`src/design/soil_moisture_conditioner_unit_macros.svh`:
```
// ------------------------------------------------------------------------
// soil moisture conditioner assertion macros
// shared assertion shorthands, sampled on clk and disabled during reset
// ------------------------------------------------------------------------
`ifndef SOIL_MOISTURE_CONDITIONER_UNIT_MACROS_SVH
`define SOIL_MOISTURE_CONDITIONER_UNIT_MACROS_SVH

// same-cycle implication
`define SMC_ASSERT_IMP(lbl, ante, cons, msg) \
    lbl: assert property (@(posedge clk) disable iff (!rst_n) (ante) |-> (cons)) \
        else $error(msg);

// next-cycle implication
`define SMC_ASSERT_NXT(lbl, ante, cons, msg) \
    lbl: assert property (@(posedge clk) disable iff (!rst_n) (ante) |=> (cons)) \
        else $error(msg);

`endif

```
`src/design/smc_pkg.sv`:
```
`timescale 1ns / 1ps
// ------------------------------------------------------------------------
// smc_pkg
// types and constants of the soil moisture conditioner
// ------------------------------------------------------------------------
package smc_pkg;

    // field widths
    localparam int RAW_W  = 12;
    localparam int TEMP_W = 12;
    localparam int PCT_W  = 14;

    // shared divider geometry
    localparam int DIV_W  = 32;
    localparam int DVS_W  = 16;
    localparam int PAIR_W = 5;

    // divider pass length of the slope division in quotient bit pairs
    localparam logic [PAIR_W-1:0] LIN_PAIRS = 5'd13;

    // reciprocals for the constant divisions of the correction
    // ceil(2^26 / 10), exact for magnitudes below 2^26 / 6
    localparam logic [22:0] REC10_MUL  = 23'd6710887;
    // ceil(2^38 / 625), exact for every 28-bit value
    localparam logic [28:0] REC625_MUL = 29'd439804652;

    // percent scale
    localparam logic [PCT_W-1:0] PCT_FULL = 14'd10000;

    // register map, index = paddr[4:2]
    typedef enum logic [2:0] {
        REG_RAW_DRY     = 3'd0,
        REG_RAW_WET     = 3'd1,
        REG_TEMP_REF    = 3'd2,
        REG_TEMP_GAIN   = 3'd3,
        REG_TEMP_OFFSET = 3'd4,
        REG_DEC_PLACES  = 3'd5,
        REG_CORR_EN     = 3'd6
    } cfg_reg_t;

    // rounding codes
    localparam logic [1:0] DP_WHOLE  = 2'd0;
    localparam logic [1:0] DP_TENTH  = 2'd1;
    localparam logic [1:0] DP_NONE   = 2'd2;
    localparam logic [1:0] DP_UNUSED = 2'd3;

    typedef struct packed {
        logic        [RAW_W-1:0]  raw_sample;
        logic signed [TEMP_W-1:0] temperature_x10;
    } in_item_t;

    typedef struct packed {
        logic [RAW_W-1:0] filtered_raw;
        logic [PCT_W-1:0] moisture_x100;
        logic [PCT_W-1:0] temp_comp_x100;
    } out_item_t;

    // divider request and response
    typedef struct packed {
        logic              start;
        logic [PAIR_W-1:0] pairs;
        logic [DIV_W-1:0]  dividend;
        logic [DVS_W-1:0]  divisor;
    } div_req_t;

    typedef struct packed {
        logic             busy;
        logic             done;
        logic [DIV_W-1:0] quotient;
    } div_rsp_t;

endpackage

```
`src/design/smc_div.sv`:
```
`timescale 1ns / 1ps
// ------------------------------------------------------------------------
// smc_div
// shared restoring divider, two quotient bits per cycle; the dividend is
// left aligned so that a pass of n pairs leaves the quotient in acc[2n-1:0]
// ------------------------------------------------------------------------
module smc_div (
    input  logic             clk,
    input  logic             rst_n,
    input  smc_pkg::div_req_t req,
    output smc_pkg::div_rsp_t rsp
);
    import smc_pkg::*;

    logic                    busy_reg, busy_next;
    logic                    done_reg, done_next;
    logic [PAIR_W-1:0]       cnt_reg, cnt_next;
    logic [DIV_W-1:0]        acc_reg, acc_next;
    logic [DVS_W-1:0]        rem_reg, rem_next;
    logic [DVS_W-1:0]        dvs_reg, dvs_next;
    logic [DVS_W+DIV_W-1:0]  step1, step2;

    // one restoring step: shift in a dividend bit, subtract if it fits
    function automatic logic [DVS_W+DIV_W-1:0] div_step(
        input logic [DVS_W-1:0] rem,
        input logic [DIV_W-1:0] acc,
        input logic [DVS_W-1:0] dvs
    );
        logic [DVS_W:0] trial;
        logic           qbit;
        trial = {rem, acc[DIV_W-1]};
        qbit  = 1'b0;
        if (trial >= {1'b0, dvs})
        begin
            trial = trial - {1'b0, dvs};
            qbit  = 1'b1;
        end
        return {trial[DVS_W-1:0], acc[DIV_W-2:0], qbit};
    endfunction

    assign step1 = div_step(rem_reg, acc_reg, dvs_reg);
    assign step2 = div_step(step1[DVS_W+DIV_W-1:DIV_W], step1[DIV_W-1:0], dvs_reg);

    // control
    always_comb
    begin
        busy_next = busy_reg;
        done_next = 1'b0;
        cnt_next  = cnt_reg;
        acc_next  = acc_reg;
        rem_next  = rem_reg;
        dvs_next  = dvs_reg;
        if (req.start)
        begin
            busy_next = 1'b1;
            cnt_next  = req.pairs;
            acc_next  = req.dividend;
            rem_next  = '0;
            dvs_next  = req.divisor;
        end
        else if (busy_reg)
        begin
            rem_next = step2[DVS_W+DIV_W-1:DIV_W];
            acc_next = step2[DIV_W-1:0];
            cnt_next = cnt_reg - 1'b1;
            if (cnt_reg == PAIR_W'(1))
            begin
                busy_next = 1'b0;
                done_next = 1'b1;
            end
        end
    end

    // control registers
    always_ff @(posedge clk or negedge rst_n)
    begin
        if (!rst_n)
        begin
            busy_reg <= 1'b0;
            done_reg <= 1'b0;
            cnt_reg  <= '0;
        end
        else
        begin
            busy_reg <= busy_next;
            done_reg <= done_next;
            cnt_reg  <= cnt_next;
        end
    end

    // datapath registers
    always_ff @(posedge clk)
    begin
        acc_reg <= acc_next;
        rem_reg <= rem_next;
        dvs_reg <= dvs_next;
    end

    assign rsp.busy     = busy_reg;
    assign rsp.done     = done_reg;
    assign rsp.quotient = acc_reg;

endmodule

```
`src/design/soil_moisture_conditioner_unit.sv`:
```
`timescale 1ns / 1ps
// ------------------------------------------------------------------------
// soil_moisture_conditioner_unit
// moving average of probe samples with linear calibration and optional
// temperature correction
// ------------------------------------------------------------------------
// One sample is taken at a time and gives one result. The last WINDOW
// samples sit in a single-port ring memory with a registered read; the slot
// being overwritten is read, the running sum is updated and the new sample
// is written back in the next cycle. Entries not yet written count as zero
// through the fill count, so no clearing pass follows reset. The two
// divisions by a varying divisor (window average and calibration slope) go
// through one shared divider that retires two quotient bits a cycle, and
// that divider sets most of the cost; the divisions by ten and by 10000 in
// the temperature correction are reciprocal multiplies. A finished result
// waits in the output register while the next sample is taken; a result
// still stalled there holds the sequencer in its output step.
`include "soil_moisture_conditioner_unit_macros.svh"

module soil_moisture_conditioner_unit #(
    parameter int WINDOW = 8
) (
    input  logic                clk,
    input  logic                rst_n,
    // configuration port
    input  logic                psel,
    input  logic                penable,
    input  logic                pwrite,
    input  logic [4:0]          paddr,
    input  logic [31:0]         pwdata,
    output logic [31:0]         prdata,
    output logic                pready,
    // sample channel
    input  logic                in_valid,
    output logic                in_stall,
    input  smc_pkg::in_item_t   in_data,
    // result channel
    output logic                out_valid,
    input  logic                out_stall,
    output smc_pkg::out_item_t  out_data
);
    import smc_pkg::*;

    localparam int PW         = (WINDOW > 1) ? $clog2(WINDOW) : 1;
    localparam int FW         = $clog2(WINDOW + 1);
    localparam int SW         = RAW_W + $clog2(WINDOW);
    localparam int AVG_PAIRS  = (SW + 1) / 2;
    localparam int AVG_SHIFT  = DIV_W - 2 * AVG_PAIRS;

    typedef enum logic [13:0] {
        S_IDLE = 14'b00000000000001,
        S_RD   = 14'b00000000000010,
        S_ACC  = 14'b00000000000100,
        S_AVGW = 14'b00000000001000,
        S_LIN  = 14'b00000000010000,
        S_LINW = 14'b00000000100000,
        S_RND1 = 14'b00000001000000,
        S_SCL  = 14'b00000010000000,
        S_SCLW = 14'b00000100000000,
        S_MUL  = 14'b00001000000000,
        S_CORW = 14'b00010000000000,
        S_CLMP = 14'b00100000000000,
        S_RND2 = 14'b01000000000000,
        S_OUT  = 14'b10000000000000
    } state_t;

    // configuration registers
    logic        [RAW_W-1:0]  raw_dry_reg;
    logic        [RAW_W-1:0]  raw_wet_reg;
    logic signed [TEMP_W-1:0] temp_ref_reg;
    logic signed [10:0]       temp_gain_reg;
    logic signed [14:0]       temp_offset_reg;
    logic        [1:0]        dec_places_reg;
    logic                     corr_en_reg;
    logic                     cfg_write;

    // control and datapath
    state_t                   state_reg, state_next;
    logic        [PW-1:0]     pos_reg, pos_next;
    logic        [FW-1:0]     fill_reg, fill_next;
    logic        [SW-1:0]     sum_reg, sum_next;
    logic        [RAW_W-1:0]  raw_reg, raw_next;
    logic signed [TEMP_W-1:0] temp_reg, temp_next;
    logic        [RAW_W-1:0]  avg_reg, avg_next;
    logic        [PCT_W-1:0]  lin_reg, lin_next;
    logic        [PCT_W-1:0]  moist_reg, moist_next;
    logic        [PCT_W-1:0]  corr_reg, corr_next;
    logic                     neg_reg, neg_next;
    logic        [22:0]       gmag_reg, gmag_next;
    logic        [18:0]       scale_reg, scale_next;
    logic        [31:0]       cdiv_reg, cdiv_next;
    logic        [18:0]       cq_reg, cq_next;
    logic                     out_valid_reg, out_valid_next;
    out_item_t                out_item_reg, out_item_next;

    // ring memory
    logic        [RAW_W-1:0]  ring_mem [WINDOW];
    logic        [RAW_W-1:0]  ring_rdata_reg;
    logic                     ring_we;

    // shared divider
    div_req_t                 div_req;
    div_rsp_t                 div_rsp;

    // helper values
    logic        [RAW_W-1:0]  old_sample;
    logic        [SW-1:0]     sum_upd;
    logic                     wet_above;
    logic                     lin_zero, lin_full;
    logic        [RAW_W-1:0]  lin_num, lin_den;
    logic        [25:0]       lin_prod;
    logic signed [12:0]       temp_delta;
    logic signed [23:0]       gain_prod;
    logic        [23:0]       gain_mag;
    logic        [45:0]       scl_prod;
    logic        [18:0]       scl_q;
    logic signed [20:0]       scale_s;
    logic        [32:0]       corr_prod;
    logic        [31:0]       corr_dividend;
    logic        [56:0]       cq_prod;
    logic signed [20:0]       corr_sum;
    logic        [PCT_W-1:0]  rnd_in, rnd_out;

    // rounding to whole percent, tenths or none; reciprocal multiply is
    // exact for every input below 2^15
    function automatic logic [PCT_W-1:0] round_pct(
        input logic [PCT_W-1:0] p,
        input logic [1:0]       dp
    );
        logic [14:0] x100, x10;
        logic [27:0] p100;
        logic [30:0] p10;
        logic [8:0]  q100;
        logic [11:0] q10;
        logic [15:0] r100, r10;
        logic [PCT_W-1:0] res;
        x100 = {1'b0, p} + 15'd50;
        x10  = {1'b0, p} + 15'd5;
        p100 = {13'b0, x100} * 28'd5243;
        p10  = {16'b0, x10} * 31'd52429;
        q100 = p100[27:19];
        q10  = p10[30:19];
        r100 = (16'(q100) << 6) + (16'(q100) << 5) + (16'(q100) << 2);
        r10  = (16'(q10) << 3) + (16'(q10) << 1);
        case (dp)
            DP_WHOLE: res = r100[PCT_W-1:0];
            DP_TENTH: res = r10[PCT_W-1:0];
            default:  res = p;
        endcase
        return res;
    endfunction

    // configuration write and read back
    assign pready    = 1'b1;
    assign cfg_write = psel && penable && pwrite;

    always_ff @(posedge clk or negedge rst_n)
    begin
        if (!rst_n)
        begin
            raw_dry_reg     <= 12'd2600;
            raw_wet_reg     <= 12'd1000;
            temp_ref_reg    <= 12'sd250;
            temp_gain_reg   <= '0;
            temp_offset_reg <= '0;
            dec_places_reg  <= DP_TENTH;
            corr_en_reg     <= 1'b0;
        end
        else if (cfg_write)
        begin
            case (cfg_reg_t'(paddr[4:2]))
                REG_RAW_DRY:     raw_dry_reg     <= pwdata[11:0];
                REG_RAW_WET:     raw_wet_reg     <= pwdata[11:0];
                REG_TEMP_REF:    temp_ref_reg    <= pwdata[11:0];
                REG_TEMP_GAIN:   temp_gain_reg   <= pwdata[10:0];
                REG_TEMP_OFFSET: temp_offset_reg <= pwdata[14:0];
                REG_DEC_PLACES:  dec_places_reg  <= pwdata[1:0];
                REG_CORR_EN:     corr_en_reg     <= pwdata[0];
                default:         ;
            endcase
        end
    end

    always_comb
    begin
        case (cfg_reg_t'(paddr[4:2]))
            REG_RAW_DRY:     prdata = {20'b0, raw_dry_reg};
            REG_RAW_WET:     prdata = {20'b0, raw_wet_reg};
            REG_TEMP_REF:    prdata = 32'(temp_ref_reg);
            REG_TEMP_GAIN:   prdata = 32'(temp_gain_reg);
            REG_TEMP_OFFSET: prdata = 32'(temp_offset_reg);
            REG_DEC_PLACES:  prdata = {30'b0, dec_places_reg};
            REG_CORR_EN:     prdata = {31'b0, corr_en_reg};
            default:         prdata = '0;
        endcase
    end

    // ring memory, read of the slot about to be replaced
    always_ff @(posedge clk)
    begin
        if (ring_we)
        begin
            ring_mem[pos_reg] <= raw_reg;
        end
        ring_rdata_reg <= ring_mem[pos_reg];
    end

    // window update: slots past the fill count hold zero
    assign old_sample = (fill_reg == FW'(WINDOW)) ? ring_rdata_reg : '0;
    assign sum_upd    = sum_reg - SW'(old_sample) + SW'(raw_reg);

    // calibration clamps and slope numerator
    assign wet_above = raw_wet_reg > raw_dry_reg;
    assign lin_zero  = wet_above ? (avg_reg <= raw_dry_reg) : (avg_reg >= raw_dry_reg);
    assign lin_full  = wet_above ? (avg_reg >= raw_wet_reg) : (avg_reg <= raw_wet_reg);
    assign lin_num   = wet_above ? (avg_reg - raw_dry_reg) : (raw_dry_reg - avg_reg);
    assign lin_den   = wet_above ? (raw_wet_reg - raw_dry_reg) : (raw_dry_reg - raw_wet_reg);
    assign lin_prod  = {14'b0, lin_num} * 26'd10000;

    // temperature scale term, magnitude divided by ten so it truncates toward zero
    assign temp_delta = 13'(temp_reg) - 13'(temp_ref_reg);
    assign gain_prod  = temp_delta * temp_gain_reg;
    assign gain_mag   = gain_prod[23] ? 24'(-gain_prod) : 24'(gain_prod);
    assign scl_prod   = 46'(gmag_reg) * 46'(REC10_MUL);
    assign scl_q      = scl_prod[44:26];
    assign scale_s    = 21'sd10000 + (neg_reg ? -$signed({2'b0, scl_q}) : $signed({2'b0, scl_q}));

    // corrected product with half-unit bias, divided by 10000 as /16 then /625
    assign corr_prod     = {19'b0, moist_reg} * {14'b0, scale_reg};
    assign corr_dividend = corr_prod[31:0] + 32'd5000;
    assign cq_prod       = 57'(cdiv_reg[31:4]) * 57'(REC625_MUL);
    assign corr_sum      = $signed({2'b0, cq_reg}) + 21'(temp_offset_reg);

    // shared rounding stage
    assign rnd_in  = (state_reg == S_RND1) ? lin_reg : corr_reg;
    assign rnd_out = round_pct(rnd_in, dec_places_reg);

    // sequencer
    always_comb
    begin
        state_next     = state_reg;
        pos_next       = pos_reg;
        fill_next      = fill_reg;
        sum_next       = sum_reg;
        raw_next       = raw_reg;
        temp_next      = temp_reg;
        avg_next       = avg_reg;
        lin_next       = lin_reg;
        moist_next     = moist_reg;
        corr_next      = corr_reg;
        neg_next       = neg_reg;
        gmag_next      = gmag_reg;
        scale_next     = scale_reg;
        cdiv_next      = cdiv_reg;
        cq_next        = cq_reg;
        out_valid_next = out_valid_reg && out_stall;
        out_item_next  = out_item_reg;
        ring_we        = 1'b0;
        div_req        = '0;
        case (state_reg)
            S_IDLE:
            begin
                if (in_valid)
                begin
                    raw_next   = in_data.raw_sample;
                    temp_next  = in_data.temperature_x10;
                    state_next = S_RD;
                end
            end
            S_RD:
            begin
                state_next = S_ACC;
            end
            S_ACC:
            begin
                ring_we  = 1'b1;
                sum_next = sum_upd;
                pos_next = (pos_reg == PW'(WINDOW - 1)) ? '0 : pos_reg + 1'b1;
                if (fill_reg != FW'(WINDOW))
                begin
                    fill_next = fill_reg + 1'b1;
                end
                div_req.start    = 1'b1;
                div_req.pairs    = PAIR_W'(AVG_PAIRS);
                div_req.dividend = DIV_W'(sum_upd) << AVG_SHIFT;
                div_req.divisor  = DVS_W'(fill_next);
                state_next       = S_AVGW;
            end
            S_AVGW:
            begin
                if (div_rsp.done)
                begin
                    avg_next   = div_rsp.quotient[RAW_W-1:0];
                    state_next = S_LIN;
                end
            end
            S_LIN:
            begin
                if (lin_zero)
                begin
                    lin_next   = '0;
                    state_next = S_RND1;
                end
                else if (lin_full)
                begin
                    lin_next   = PCT_FULL;
                    state_next = S_RND1;
                end
                else
                begin
                    div_req.start    = 1'b1;
                    div_req.pairs    = LIN_PAIRS;
                    div_req.dividend = DIV_W'(lin_prod) << 6;
                    div_req.divisor  = DVS_W'(lin_den);
                    state_next       = S_LINW;
                end
            end
            S_LINW:
            begin
                if (div_rsp.done)
                begin
                    lin_next   = div_rsp.quotient[PCT_W-1:0];
                    state_next = S_RND1;
                end
            end
            S_RND1:
            begin
                moist_next = rnd_out;
                state_next = S_SCL;
            end
            S_SCL:
            begin
                if (!corr_en_reg)
                begin
                    corr_next  = moist_reg;
                    state_next = S_OUT;
                end
                else
                begin
                    neg_next   = gain_prod[23];
                    gmag_next  = gain_mag[22:0];
                    state_next = S_SCLW;
                end
            end
            S_SCLW:
            begin
                scale_next = scale_s[20] ? '0 : scale_s[18:0];
                state_next = S_MUL;
            end
            S_MUL:
            begin
                cdiv_next  = corr_dividend;
                state_next = S_CORW;
            end
            S_CORW:
            begin
                cq_next    = cq_prod[56:38];
                state_next = S_CLMP;
            end
            S_CLMP:
            begin
                if (corr_sum < 0)
                begin
                    corr_next = '0;
                end
                else if (corr_sum > 21'sd10000)
                begin
                    corr_next = PCT_FULL;
                end
                else
                begin
                    corr_next = corr_sum[PCT_W-1:0];
                end
                state_next = S_RND2;
            end
            S_RND2:
            begin
                corr_next  = rnd_out;
                state_next = S_OUT;
            end
            S_OUT:
            begin
                if (!out_valid_reg || !out_stall)
                begin
                    out_valid_next               = 1'b1;
                    out_item_next.filtered_raw   = avg_reg;
                    out_item_next.moisture_x100  = moist_reg;
                    out_item_next.temp_comp_x100 = corr_reg;
                    state_next                   = S_IDLE;
                end
            end
            default:
            begin
                state_next = S_IDLE;
            end
        endcase
    end

    // control registers
    always_ff @(posedge clk or negedge rst_n)
    begin
        if (!rst_n)
        begin
            state_reg     <= S_IDLE;
            pos_reg       <= '0;
            fill_reg      <= '0;
            sum_reg       <= '0;
            out_valid_reg <= 1'b0;
        end
        else
        begin
            state_reg     <= state_next;
            pos_reg       <= pos_next;
            fill_reg      <= fill_next;
            sum_reg       <= sum_next;
            out_valid_reg <= out_valid_next;
        end
    end

    // payload registers
    always_ff @(posedge clk)
    begin
        raw_reg      <= raw_next;
        temp_reg     <= temp_next;
        avg_reg      <= avg_next;
        lin_reg      <= lin_next;
        moist_reg    <= moist_next;
        corr_reg     <= corr_next;
        neg_reg      <= neg_next;
        gmag_reg     <= gmag_next;
        scale_reg    <= scale_next;
        cdiv_reg     <= cdiv_next;
        cq_reg       <= cq_next;
        out_item_reg <= out_item_next;
    end

    smc_div u_div (
        .clk   (clk),
        .rst_n (rst_n),
        .req   (div_req),
        .rsp   (div_rsp)
    );

    // ports
    assign in_stall  = (state_reg != S_IDLE);
    assign out_valid = out_valid_reg;
    assign out_data  = out_item_reg;

    // checks
    `SMC_ASSERT_IMP(a_div_done_in_wait, div_rsp.done, state_reg == S_AVGW || state_reg == S_LINW, "divider result outside a wait state")
    `SMC_ASSERT_IMP(a_div_start_idle, div_req.start, !div_rsp.busy, "divider started while busy")
    `SMC_ASSERT_IMP(a_sum_bound, 1'b1, (32'(sum_reg) <= (32'(fill_reg) * 32'd4095)), "running sum exceeds filled window")
    `SMC_ASSERT_NXT(a_ring_write_fills, state_reg == S_ACC, fill_reg != '0, "fill count empty after a ring write")
    `SMC_ASSERT_IMP(a_result_from_out, $rose(out_valid_reg), $past(state_reg == S_OUT), "result raised outside the output step")

endmodule
```
`config.mk`:
```
export PLATFORM = sky130hd
export DESIGN_NAME = soil_moisture_conditioner_unit
export DESIGN_NICKNAME = d
export VERILOG_FILES = /design/src/design/smc_pkg.sv /design/src/design/smc_div.sv /design/src/design/soil_moisture_conditioner_unit.sv
export VERILOG_INCLUDE_DIRS = /design/src /design/src/design
export SDC_FILE = /design/constraint.sdc
export NUM_CORES = 2
export LEC_CHECK = 0
export ABC_AREA = 1
export BUFFER_PORTS_ARGS = -buffer_cell sky130_fd_sc_hd__buf_2
export CAP_MARGIN = 10
export CORE_ASPECT_RATIO = 0.6
export CORE_UTILIZATION = 60
export DETAILED_ROUTE_END_ITERATION = 6
export PLACE_DENSITY = 0.77
export SYNTH_ARGS = -nofsm -noshare
export SYNTH_HDL_FRONTEND = slang
export SYNTH_SLANG_ARGS = --single-unit
export TNS_END_PERCENT = 100
```
`constraint.sdc`:
```
create_clock -name clk -period 21.8 [get_ports clk]
set_clock_uncertainty 0.1 [all_clocks]
set_input_delay 1.09 -clock clk [delete_from_list [all_inputs] [get_ports clk]]
set_output_delay 1.09 -clock clk [all_outputs]
set_load 0.05 [all_outputs]
```
==> metrics.txt <==
status finished with violations; failing checks DRC; worst-margin pin slew 1.248 ns; die area 125700 um^2; Top Ports 143; Reg power frac 17.3%; clk slew on worst S/H paths 0.06 ns; Worst R2R Path Depth 50; CTS tree yes; #FFs+latches synth 485; wire length on met1 102000 um; Die W ~460 um; crit path DAT 11.67 ns; Setup violations, final 0; min Tclk post-route 11.40 ns; crit-path max FO 31; Int Power around 0.0038 W; total track usage 36.40%; HPWL after DPL 190300 um; placed insts 10150; synthesized net count 10700; Yosys warning count 0; most common flop cell mapped by yosys edfxtp_1; Post-synth EDFFs 348; unrepaired setup endpoints after global routing false; DRT Pass-1 Iters 7; final wirelength between 200000 and 250000 um; Resized Gates After CTS 0; Yosys top cell by area fa_1; DR top layer met5; CTS Buffer Depth 3; routed vias 58637; Switching Share 52.42%; layout cells sized above 1 4.591%; CP Capture Type flip-flop; final count of pins violating max slew 0; PortBufs 122; Setup crit start kind flip-flop; leak pwr 41.38 nW; Power Density between 100 and 150 nW/um^2; share of flip-flops with an asynchronous set or reset 22.47%; final RePlAce weighted congestion 1.085; Final Hold Vio Count 0; wire per inst about 22 um; highest-count cells in the layout ignoring fill and taps inv_1 (2195), nand2_1 (1471), fa_1 (1062), ha_1 (1053), nor2_1 (468); fmax 87.73 MHz; largest cells by area after synthesis fa_1 (29%), ha_1 (18%), edfxtp_1 (14%); worst r2r dst corr_reg[13]; initial antenna violation count 6; clock latency on the worst-skew pair 0.66 ns; synthesized area between 70000 and 80000 um^2; initial core utilization 60.89%; fillers 10242; H-tree levels 2; r2r setup slk 10.40 ns; setup TNS 0 ns; Routed Antenna Nets 0; non-filler cells, final 10243; Avg Cell Area, Syn slightly below 9 um^2; Die H 275.0 um; Synth Instances roughly 8500; largest net degree at the start of global routing 73; combinational power share 71.2%; Hold Crit Class input port to asynchronous set/reset pin; first-pass GRT wire length 344800 um; Worst Path Required 22.07 ns; wire length on met3 ~37000 um; clock sink count 485; total gr overflow 0; iteration-0 DRC count of the detailed router 6878; Synth cell types 72; setup bufs post-CTS 0; Yosys top cell area share 28.53%; WS Path Type flip-flop to flip-flop; worst r2r src state_reg[13]; P_sw roughly 0.0042 W; Slowest cell on crit path xor2_1; most common cell after layout, fill and taps aside inv_1; Top cell by count, worst path nand2_1; cts bufs inserted 49; wire length on met2 around 80000 um; drt via density 5.725; DRC Markers 7; Max Cap Viol 0; Tcrit/Tclk final 52.29%; number of global-route vias before repair around 58000; Hold-fix buffers, CTS 0; largest stage delay on the critical path about 0.74 ns; Clock power frac 11.6%; num rows 99; max FFs per register 96; Area Overhead vs Synth 5.387%; Core Footprint 122400 um^2; Root Buffer clkbuf_16; post-synthesis sequential area ratio between 10% and 20%; worst vdd ir 0.5153 mV; Nets 10771; relative slew slack 16.46%
per-layer routing:
metal | track usage (%) | up-vias
li1 | - | 26552
met1 | 57.32 | 28468
met2 | 46.37 | 3373
met3 | 15.10 | 242
met4 | 5.334 | 2
met5 | 0.03663 | -
how the worst max path moves through the flow:
stage / from / cells after the start / end
floorplan: state_reg[13] / 48 / corr_reg[13]
global placement: state_reg[13] / 50 / corr_reg[13]
detailed placement: state_reg[9] / 50 / corr_reg[13]
CTS: state_reg[13] / 50 / corr_reg[13]
global route: state_reg[13] / 50 / corr_reg[13]
finish: state_reg[13] / 50 / corr_reg[13]
through the flow:
stage | worst slack [ns] | power [W] | hold WS [ns] | instance area, um^2 | utilization [%]
finish | 10.40 | 0.007961 | 0.3552 | 78530 | 64.17
global route | 9.559 | 0.008814 | 0.3404 | 78530 | 64.17
CTS | 10.57 | 0.007874 | 0.3549 | 78500 | 64.14
detailed placement | 10.66 | 0.006904 | 0.3363 | 76810 | 62.77
global placement | 10.82 | 0.006721 | 0.3294 | 76810 | 62.77
floorplan | 12.30 | 0.005624 | 0.3183 | 74520 | -
cell type report:
cell class / count / area [um^2] / area share [%]
multi-input combinational: 5677 / 51830 / 66.00
sequential: 485 / 13760 / 17.52
inverter: 2214 / 8315 / 10.59
tap: 1616 / 2022 / 2.575
clock buffer: 54 / 1245 / 1.585
timing repair buffer: 161 / 913.4 / 1.163
clock inverter: 35 / 437.9 / 0.5577
antenna: 1 / 2.502 / 0.003187
critical path: cells and delay by family, from the launching register on:
kind                       cells  cell delay [ns]
buffers and inverters          7             0.67
DFF                            1             0.42
xor gates and xnor gates       3             1.33
adders and majority gates      8             3.60
AOI/OAI and AO/OA              8             1.39
and+or+nand+nor               24             3.60
cell usage after synthesis (all sizes together), types with 14 or more instances:
cell	number
a22oi	14
nor2	498
ha	1053
nor3	70
o21ai	329
buf	34
nand2	1509
xor2	157
edfxtp	348
a31oi	27
fa	1062
a21oi	344
xnor2	66
inv	2208
o22ai	14
nand3	214
nand3b	17
clkbuf	107
dfxtp	28
dfrtp	91
a221oi	34
o21a	17
nand4	65
or2	28
o21bai	28
o211ai	26
dfstp	18
kinds of logic after synthesis:
| logic type | after synthesis | share of synthesized area [%] |
|---|---|---|
| AND/OR/NAND/NOR | 2420 | 13.51 |
| other | 1 | 0.005033 |
| multiplexers | 12 | 0.1662 |
| AO/OA/AOI/OAI | 906 | 6.965 |
| XOR/XNOR | 223 | 2.631 |
| adder cells (fa/ha/maj) | 2115 | 46.21 |
| buffers and inverters | 2355 | 12.04 |
| flip-flops | 485 | 18.47 |
power groups by stage:
stage	registers [W]	logic, W	clock network (W)
floorplan	0.00133	0.00429	0
global placement	0.00138	0.00534	0
detailed placement	0.00139	0.00552	0
CTS	0.00137	0.00558	0.000923
global route	0.00138	0.00647	0.000958
finish	0.00137	0.00567	0.000921
Power figures use the tool's default switching activity.
